===== config.mk =====
export PLATFORM = sky130hd
export DESIGN_NAME = extended_gcd_core
export DESIGN_NICKNAME = d
export VERILOG_FILES = /design/src/hdl/egcd_pkg.sv /design/src/hdl/egcd_div.sv /design/src/hdl/egcd_mul.sv /design/src/hdl/extended_gcd_core.sv
export SDC_FILE = /design/constraint.sdc
export NUM_CORES = 2
export LEC_CHECK = 0
export BUFFER_PORTS_ARGS = -buffer_cell sky130_fd_sc_hd__buf_2
export CAP_MARGIN = 10
export CORE_MARGIN = 10
export CORE_UTILIZATION = 60
export CTS_CLUSTER_DIAMETER = 80
export DETAILED_ROUTE_END_ITERATION = 7
export GPL_TIMING_DRIVEN = 0
export PLACE_DENSITY = 0.75
export SKIP_LAST_GASP = 1
export SLEW_MARGIN = 20
export SYNTH_ARGS = -nofsm -noshare
export SYNTH_HDL_FRONTEND = slang
export SYNTH_SLANG_ARGS = --single-unit

===== constraint.sdc =====
create_clock -name clk -period 14.8 [get_ports clk]
set_input_delay 2.96 -clock clk [delete_from_list [all_inputs] [get_ports clk]]
set_output_delay 2.96 -clock clk [all_outputs]
set_load 0.005 [all_outputs]

===== src/hdl/egcd_pkg.sv =====
package egcd_pkg;

    localparam int OPER_W = 31;
    localparam int COEF_W = 32;

    typedef struct packed {
        logic [OPER_W-1:0] operand_a;
        logic [OPER_W-1:0] operand_b;
    } egcd_in_t;

    typedef struct packed {
        logic [OPER_W-1:0]        gcd_value;
        logic signed [COEF_W-1:0] coeff_x;
        logic signed [COEF_W-1:0] coeff_y;
    } egcd_out_t;

    typedef enum logic [4:0] {
        ST_IDLE  = 5'b00001,
        ST_CHECK = 5'b00010,
        ST_DIV   = 5'b00100,
        ST_MULS  = 5'b01000,
        ST_MULT  = 5'b10000
    } egcd_state_t;

endpackage


===== src/hdl/egcd_div.sv =====
module egcd_div (
    input  logic                         clk,
    input  logic                         rst_n,
    input  logic                         start,
    input  logic [egcd_pkg::OPER_W-1:0]  dividend,
    input  logic [egcd_pkg::OPER_W-1:0]  divisor,
    output logic                         done,
    output logic [egcd_pkg::OPER_W-1:0]  quotient,
    output logic [egcd_pkg::OPER_W-1:0]  remainder
);
    import egcd_pkg::*;

    localparam int CNT_W = $clog2(OPER_W);

    logic              busy_reg;
    logic              done_reg;
    logic [CNT_W-1:0]  cnt_reg;
    logic [OPER_W-1:0] rem_reg;
    logic [OPER_W-1:0] quo_reg;
    logic [OPER_W-1:0] dvs_reg;

    logic [OPER_W:0]   shifted;
    logic [OPER_W:0]   diff;
    logic              ge;

    // restoring division, one quotient bit per cycle
    always_comb
    begin
        shifted = {rem_reg, quo_reg[OPER_W-1]};
        diff    = shifted - {1'b0, dvs_reg};
        ge      = (shifted >= {1'b0, dvs_reg});
    end

    always_ff @(posedge clk or negedge rst_n)
    begin
        if (!rst_n)
        begin
            busy_reg <= 1'b0;
            done_reg <= 1'b0;
            cnt_reg  <= '0;
        end
        else
        begin
            done_reg <= 1'b0;
            if (start)
            begin
                busy_reg <= 1'b1;
                cnt_reg  <= '0;
            end
            else if (busy_reg)
            begin
                cnt_reg <= cnt_reg + 1'b1;
                if (cnt_reg == CNT_W'(OPER_W - 1))
                begin
                    busy_reg <= 1'b0;
                    done_reg <= 1'b1;
                end
            end
        end
    end

    always_ff @(posedge clk)
    begin
        if (start)
        begin
            rem_reg <= '0;
            quo_reg <= dividend;
            dvs_reg <= divisor;
        end
        else if (busy_reg)
        begin
            rem_reg <= ge ? diff[OPER_W-1:0] : shifted[OPER_W-1:0];
            quo_reg <= {quo_reg[OPER_W-2:0], ge};
        end
    end

    assign done      = done_reg;
    assign quotient  = quo_reg;
    assign remainder = rem_reg;

endmodule


===== src/hdl/egcd_mul.sv =====
module egcd_mul (
    input  logic                         clk,
    input  logic [egcd_pkg::COEF_W-1:0]  mul_a,
    input  logic [egcd_pkg::COEF_W-1:0]  mul_b,
    output logic [egcd_pkg::COEF_W-1:0]  product
);
    import egcd_pkg::*;

    logic [COEF_W-1:0] prod_reg;

    // low half only: coefficients are kept modulo 2^32
    always_ff @(posedge clk)
    begin
        prod_reg <= COEF_W'(mul_a * mul_b);
    end

    assign product = prod_reg;

endmodule


===== src/hdl/extended_gcd_core.sv =====
// Channel   Handshake             Payload      Beat taken when
// -------   -------------------   ----------   -------------------------
// operands  start / busy          egcd_in_t    start high, busy low
// result    done (strobe)         egcd_out_t   every cycle done is high
//
// One beat runs N Euclid steps, N at most about 45 for 31-bit operands. Each
// step runs the bit-serial divider, then uses the shared multiplier twice and
// closes the step in the first CHECK after MULT.
// busy is high from the accepted beat and drops in the cycle done is high.
// Reset clears the sequencer only. done lasts one cycle and cannot stall.
module extended_gcd_core #(
    parameter int WORD_BITS = 32
) (
    input  logic                 clk,
    input  logic                 rst_n,
    input  logic                 start,
    output logic                 busy,
    input  egcd_pkg::egcd_in_t   operands,
    output logic                 done,
    output egcd_pkg::egcd_out_t  result
);
    import egcd_pkg::*;

    localparam int STEP_LIMIT = 2 * WORD_BITS;
    localparam int STEP_W     = $clog2(STEP_LIMIT + 1);
    localparam logic [OPER_W-1:0] GCD_MASK =
        (WORD_BITS >= OPER_W) ? {OPER_W{1'b1}} : OPER_W'((64'd1 << WORD_BITS) - 64'd1);

    egcd_state_t       state_reg, state_next;
    logic [STEP_W-1:0] steps_reg;
    logic [OPER_W-1:0] r0_reg, r1_reg;
    logic [COEF_W-1:0] s0_reg, s1_reg, t0_reg, t1_reg;
    logic [COEF_W-1:0] ns_reg;
    logic              done_reg;
    egcd_out_t         result_reg;
    logic              mult_pending_reg;

    logic              div_start;
    logic              div_done;
    logic [OPER_W-1:0] div_quo, div_rem;
    logic [COEF_W-1:0] mul_a, mul_b, mul_p;
    logic              finish;

    assign finish = (r1_reg == '0) || (steps_reg == STEP_W'(STEP_LIMIT));

    egcd_div u_div (
        .clk       (clk),
        .rst_n     (rst_n),
        .start     (div_start),
        .dividend  (r0_reg),
        .divisor   (r1_reg),
        .done      (div_done),
        .quotient  (div_quo),
        .remainder (div_rem)
    );

    // multiplier sees q*s1 in MULS, q*t1 in MULT; the product is registered
    always_comb
    begin
        mul_a = {1'b0, div_quo};
        mul_b = (state_reg == ST_MULS) ? s1_reg : t1_reg;
    end

    egcd_mul u_mul (
        .clk     (clk),
        .mul_a   (mul_a),
        .mul_b   (mul_b),
        .product (mul_p)
    );

    always_comb
    begin
        state_next = state_reg;
        div_start  = 1'b0;
        unique case (state_reg)
            ST_IDLE:
            begin
                if (start)
                    state_next = ST_CHECK;
            end
            ST_CHECK:
            begin
                // first CHECK after MULT only closes the step
                if (!mult_pending_reg)
                begin
                    if (finish)
                        state_next = ST_IDLE;
                    else
                    begin
                        div_start  = 1'b1;
                        state_next = ST_DIV;
                    end
                end
            end
            ST_DIV:
            begin
                if (div_done)
                    state_next = ST_MULS;
            end
            ST_MULS:
            begin
                state_next = ST_MULT;
            end
            ST_MULT:
            begin
                state_next = ST_CHECK;
            end
            default:
            begin
                state_next = ST_IDLE;
            end
        endcase
    end

    always_ff @(posedge clk or negedge rst_n)
    begin
        if (!rst_n)
        begin
            state_reg <= ST_IDLE;
            done_reg  <= 1'b0;
        end
        else
        begin
            state_reg <= state_next;
            done_reg  <= (state_reg == ST_CHECK) && !mult_pending_reg && finish;
        end
    end

    // the product of MULS is taken in MULT, the one of MULT at the next CHECK
    always_ff @(posedge clk or negedge rst_n)
    begin
        if (!rst_n)
            mult_pending_reg <= 1'b0;
        else
            mult_pending_reg <= (state_reg == ST_MULT);
    end

    always_ff @(posedge clk)
    begin
        if (state_reg == ST_IDLE && start)
        begin
            r0_reg    <= operands.operand_a;
            r1_reg    <= operands.operand_b;
            s0_reg    <= COEF_W'(1);
            s1_reg    <= '0;
            t0_reg    <= '0;
            t1_reg    <= COEF_W'(1);
            steps_reg <= '0;
        end
        else if (state_reg == ST_MULT)
        begin
            ns_reg <= s0_reg - mul_p;
        end
        else if (mult_pending_reg)
        begin
            // product is q*t1; close the Euclid step
            r0_reg    <= r1_reg;
            r1_reg    <= div_rem;
            s0_reg    <= s1_reg;
            s1_reg    <= ns_reg;
            t0_reg    <= t1_reg;
            t1_reg    <= t0_reg - mul_p;
            steps_reg <= steps_reg + 1'b1;
        end

        if (state_reg == ST_CHECK && !mult_pending_reg && finish)
        begin
            result_reg.gcd_value <= r0_reg & GCD_MASK;
            result_reg.coeff_x   <= s0_reg;
            result_reg.coeff_y   <= t0_reg;
        end
    end

    assign busy   = (state_reg != ST_IDLE);
    assign done   = done_reg;
    assign result = result_reg;

endmodule

==> impl_metrics.prom <==
# TYPE chip_impl_metric gauge
chip_impl_info{name="outcome",value="completed"} 1
chip_impl_info{name="post-synth-top-area-cell",value="fa_1"} 1
chip_impl_info{name="critPathCaptureType",value="flip-flop"} 1
chip_impl_metric{name="numCtsBuffers",unit=""} 50
chip_impl_metric{name="max_slew_margin",unit=""} 0.194
chip_impl_metric{name="dp.final_hpwl",unit="mm"} 87.0
chip_impl_metric{name="final.setup_skew",unit="ns"} 0.0448
chip_impl_metric{name="die_h",unit="um"} 268
chip_impl_info{name="synth.top_cells.by_area",value="fa_1 22%, edfxtp_1 20%, dfxtp_1 11%"} 1
chip_impl_metric{name="numClockSinks",unit=""} 463
chip_impl_metric{name="ios",unit=""} 162
chip_impl_metric{name="syn-mean-instance-area",unit="um2"} 9.53
chip_impl_info{name="synth_top_family_by_area",value="adder cells"} 1
chip_impl_metric{name="seqCellArea",unit="um2"} 11900
chip_impl_metric{name="synth_sequential_area_ratio",unit=""} 0.322
chip_impl_metric{name="cts_resized",unit=""} 0
chip_impl_metric{name="placed_area",unit="um2"} 38700
chip_impl_metric{name="yosysWarningCount",unit=""} 0
chip_impl_metric{name="synth_mux_area_frac",unit=""} 0.0145
chip_impl_metric{name="syn-instance-count",unit=""} 3860
chip_impl_metric{name="p_per_cell_area",unit="nW/um2"} 142
chip_impl_metric{name="post_cts_hold_buffer_count",unit=""} 0
chip_impl_metric{name="netlist.area_leader.share",unit=""} 0.224
chip_impl_metric{name="setup_violations",unit=""} 0
chip_impl_metric{name="number_of_flops_mapped_to_enable_cells_by_yosys",unit=""} 251
chip_impl_metric{name="antenna_found_initial",unit=""} 2
chip_impl_metric{name="maxCapViolations",unit=""} 0
chip_impl_metric{name="final_min_period_over_clock_period",unit=""} 0.713
chip_impl_metric{name="num-nets-final",unit=""} 4780
chip_impl_metric{name="synth-seq-cells",unit=""} 463
chip_impl_metric{name="largest_register_ffs",unit=""} 95
chip_impl_metric{name="worst-slew-pin-transition",unit="ns"} 1.21
chip_impl_metric{name="drv_slew",unit=""} 0
chip_impl_metric{name="pin_count_of_the_biggest_net_entering_global_routing",unit=""} 56
chip_impl_info{name="most_frequent_standard_cell_in_the_layout_excluding_fill_and_tap_cells",value="nand2_1"} 1
chip_impl_metric{name="post_drt_via_cell_ratio",unit=""} 5.87
chip_impl_info{name="mostFrequentLayoutCells",value="829 x nand2_1, 464 x inv_1, 412 x fa_1"} 1
chip_impl_metric{name="ys_types",unit=""} 86
chip_impl_metric{name="drc",unit=""} 0
chip_impl_metric{name="tns",unit="ns"} 0
chip_impl_metric{name="worst_ep_arrival_time",unit="ns"} 11.09
chip_impl_metric{name="area_delta_synth_final",unit="%"} 10.1
chip_impl_metric{name="synth_fp_nets",unit=""} 4554
chip_impl_info{name="clock_tree.root_cell",value="clkbuf_16"} 1
chip_impl_metric{name="firstDrtPassIters",unit=""} 5
chip_impl_metric{name="globalplace.congestion",unit=""} 0.995
chip_impl_metric{name="totalWireLength",unit="mm"} 110
chip_impl_metric{name="fp.dieW",unit="um"} 268
chip_impl_metric{name="layout.cell_area.non_filler",unit="um2"} 40500
chip_impl_metric{name="final.fill_count",unit=""} 4983
chip_impl_metric{name="timing.fmax",unit="MHz"} 94.8
chip_impl_metric{name="cts-root-to-sink-buffers",unit=""} 3
chip_impl_info{name="setup_repair_after_global_routing_missed_its_margin",value="no"} 1
chip_impl_metric{name="clock_tree.htree_level_count",unit=""} 2
chip_impl_metric{name="post-cts-setup-buffer-count",unit=""} 0
chip_impl_metric{name="fp.coreArea",unit="um2"} 60600
chip_impl_metric{name="sequentialPowerShare",unit=""} 0.335
chip_impl_metric{name="hold_viol",unit=""} 0
chip_impl_metric{name="clockPowerShare",unit=""} 0.230
chip_impl_metric{name="crit_fanout",unit=""} 10
chip_impl_info{name="cpMostUsedCell",value="fa_1"} 1
chip_impl_metric{name="synthArstFlopShare",unit=""} 0.0302
chip_impl_metric{name="worst_skew_pair.late_latency",unit="ns"} 0.62
chip_impl_metric{name="pwr-share-comb",unit=""} 0.435
chip_impl_metric{name="routed_wire_length_per_instance",unit="um"} 22.4
chip_impl_info{name="cp-start-kind",value="flip-flop"} 1
chip_impl_info{name="tritoncts",value="built"} 1
chip_impl_metric{name="vdd.ir_drop.worst",unit="V"} 0.000127
chip_impl_metric{name="ant_nets",unit=""} 0
chip_impl_metric{name="critical_path_required",unit="ns"} 15.34
chip_impl_metric{name="port_buffers",unit=""} 161
chip_impl_metric{name="clkTransAtPathRegs",unit="ns"} 0.07
chip_impl_metric{name="total_placed_cells_including_tap_cells",unit=""} 4816
chip_impl_metric{name="synthAdderAreaFrac",unit=""} 0.298
chip_impl_info{name="slowest_stage_cell_cp",value="clkbuf_1"} 1
chip_impl_metric{name="routed-via-count",unit=""} 28804
chip_impl_metric{name="floorplan.die_area",unit="um2"} 71600
chip_impl_metric{name="grt-ovfl-total",unit=""} 0
chip_impl_metric{name="switchingPower",unit="uW"} 2400
chip_impl_metric{name="timing.critical_path.slowest_cell_delay",unit="ns"} 0.88
chip_impl_metric{name="power_leakage",unit="uW"} 0.0182
chip_impl_metric{name="drt_iter0_drc",unit=""} 2760
chip_impl_metric{name="synth-compound-area-share",unit=""} 0.0854
chip_impl_metric{name="grt_pass1_wl",unit="mm"} 169
chip_impl_metric{name="synth_xor_xnor_area_share",unit=""} 0.0379
chip_impl_metric{name="post_synth_and_or_nand_nor_area_fraction",unit=""} 0.176
chip_impl_metric{name="finalWorstPathRequiredPeriod",unit="ns"} 10.55
chip_impl_metric{name="internal",unit="uW"} 3350
chip_impl_metric{name="design_power_total",unit="uW"} 5740
chip_impl_metric{name="power_switching_share",unit=""} 0.417
chip_impl_metric{name="multi_input_area",unit="um2"} 22500
chip_impl_metric{name="standard_cell_rows",unit=""} 90
chip_impl_info{name="holdCritPathClass",value="reg2reg"} 1
chip_impl_info{name="commonest_register_cell_after_synthesis",value="edfxtp_1"} 1
chip_impl_metric{name="final_layout_size_suffix_gt1_frac",unit=""} 0.0775
chip_impl_metric{name="grt_pass1_vias",unit=""} 28659
chip_impl_metric{name="finish.cell_count_without_fillers",unit=""} 4911
chip_impl_metric{name="start_util",unit=""} 0.607
chip_impl_info{name="worst-setup-path-type",value="reg2reg"} 1
chip_impl_metric{name="groute.usage.overall",unit=""} 0.311
chip_impl_metric{name="post_synthesis_instance_area",unit="um2"} 36800
## cell families (layout without fill, tap and decap cells)
| logic type | count (synthesis) | count (layout) |
|---|---|---|
| simple gates | 1420 | 1420 |
| buf+inv | 639 | 907 |
| mux | 49 | 49 |
| flops | 463 | 463 |
| other cells | 0 | 1 |
| compound gates | 504 | 504 |
| xor+xnor | 156 | 156 |
| fa+ha+maj | 629 | 629 |
## stage by stage
step / setup WS, ns / hold slack, ns / utilization
global route: 3.96 / 0.468 / 0.668
floorplan: 6.00 / 0.408 / -
finish: 4.25 / 0.450 / 0.668
detailed placement: 4.68 / 0.435 / 0.639
global placement: 1.56 / 0.433 / 0.637
CTS: 4.61 / 0.453 / 0.668
## metal layers
metal / up-vias / wire, um / share of wire / track usage
li1: 12896 / - / - / -
met1: 14214 / 43700 / 0.40 / 0.415
met2: 1424 / 50300 / 0.46 / 0.488
met3: 270 / 10700 / 0.097 / 0.0580
met4: 0 / 5510 / 0.050 / 0.139
met5: - / 0 / 0 / 0
## path summary, 6_finish.rpt
kind	startpoint	to	slack, ns	depth (start not counted)
min in group asynchronous	rst_n	u_div.done	2.28	1
min reg2reg	r0_reg[19]	result[83]	0.45	0
max	state_reg[0]	u_mul.product[29]	4.25	27
max in group asynchronous	rst_n	u_div.cnt_reg[0]	12.16	1
min	r0_reg[19]	result[83]	0.45	0
max reg2reg	state_reg[0]	u_mul.product[29]	4.25	27
## synthesized netlist by cell type, types with 28 or more instances
library cell  number
clkbuf_1         157
ha_1             217
xnor2_1          117
nand3_1           29
o21ai_0           67
nor2_1           124
fa_1             412
inv_1            465
and2_1           295
nand2_1          831
nor3_1            28
a21o_1            47
edfxtp_1         251
a21oi_1          216
dfxtp_1          198
xor2_1            36
## layout make-up
class | instances | share of cell area
diodes | 1 | 0.0000618
repair buffers | 174 | 0.0238
flip-flops and latches | 463 | 0.293
clock inverters | 28 | 0.00874
inverters | 466 | 0.0432
clock buffers | 66 | 0.0344
multi-input cells | 2758 | 0.556
plain buffers | 173 | 0.0167
well taps | 782 | 0.0242
## critical path, delay by kind of cell, from the launching register on
kind,cells,cell delay [ns]
XOR/XNOR,1,0.18
flip-flops,1,0.57
multiplexers,1,0.29
buffers and inverters,6,2.28
adder cells (fa/ha/maj),9,3.98
AND/OR/NAND/NOR,4,0.60
AO/OA/AOI/OAI,6,2.50
## power by group through the flow
| stage | registers, uW | clock network, uW | logic, uW |
|---|---|---|---|
| final | 1920 | 1320 | 2500 |
| after global routing | 1940 | 1380 | 2730 |
| after CTS | 1910 | 1330 | 2460 |
| after detailed placement | 1930 | 0 | 2430 |
| after global placement | 1940 | 0 | 2390 |
| after floorplan | 1810 | 0 | 1720 |
(Power assumes the default switching activity.)
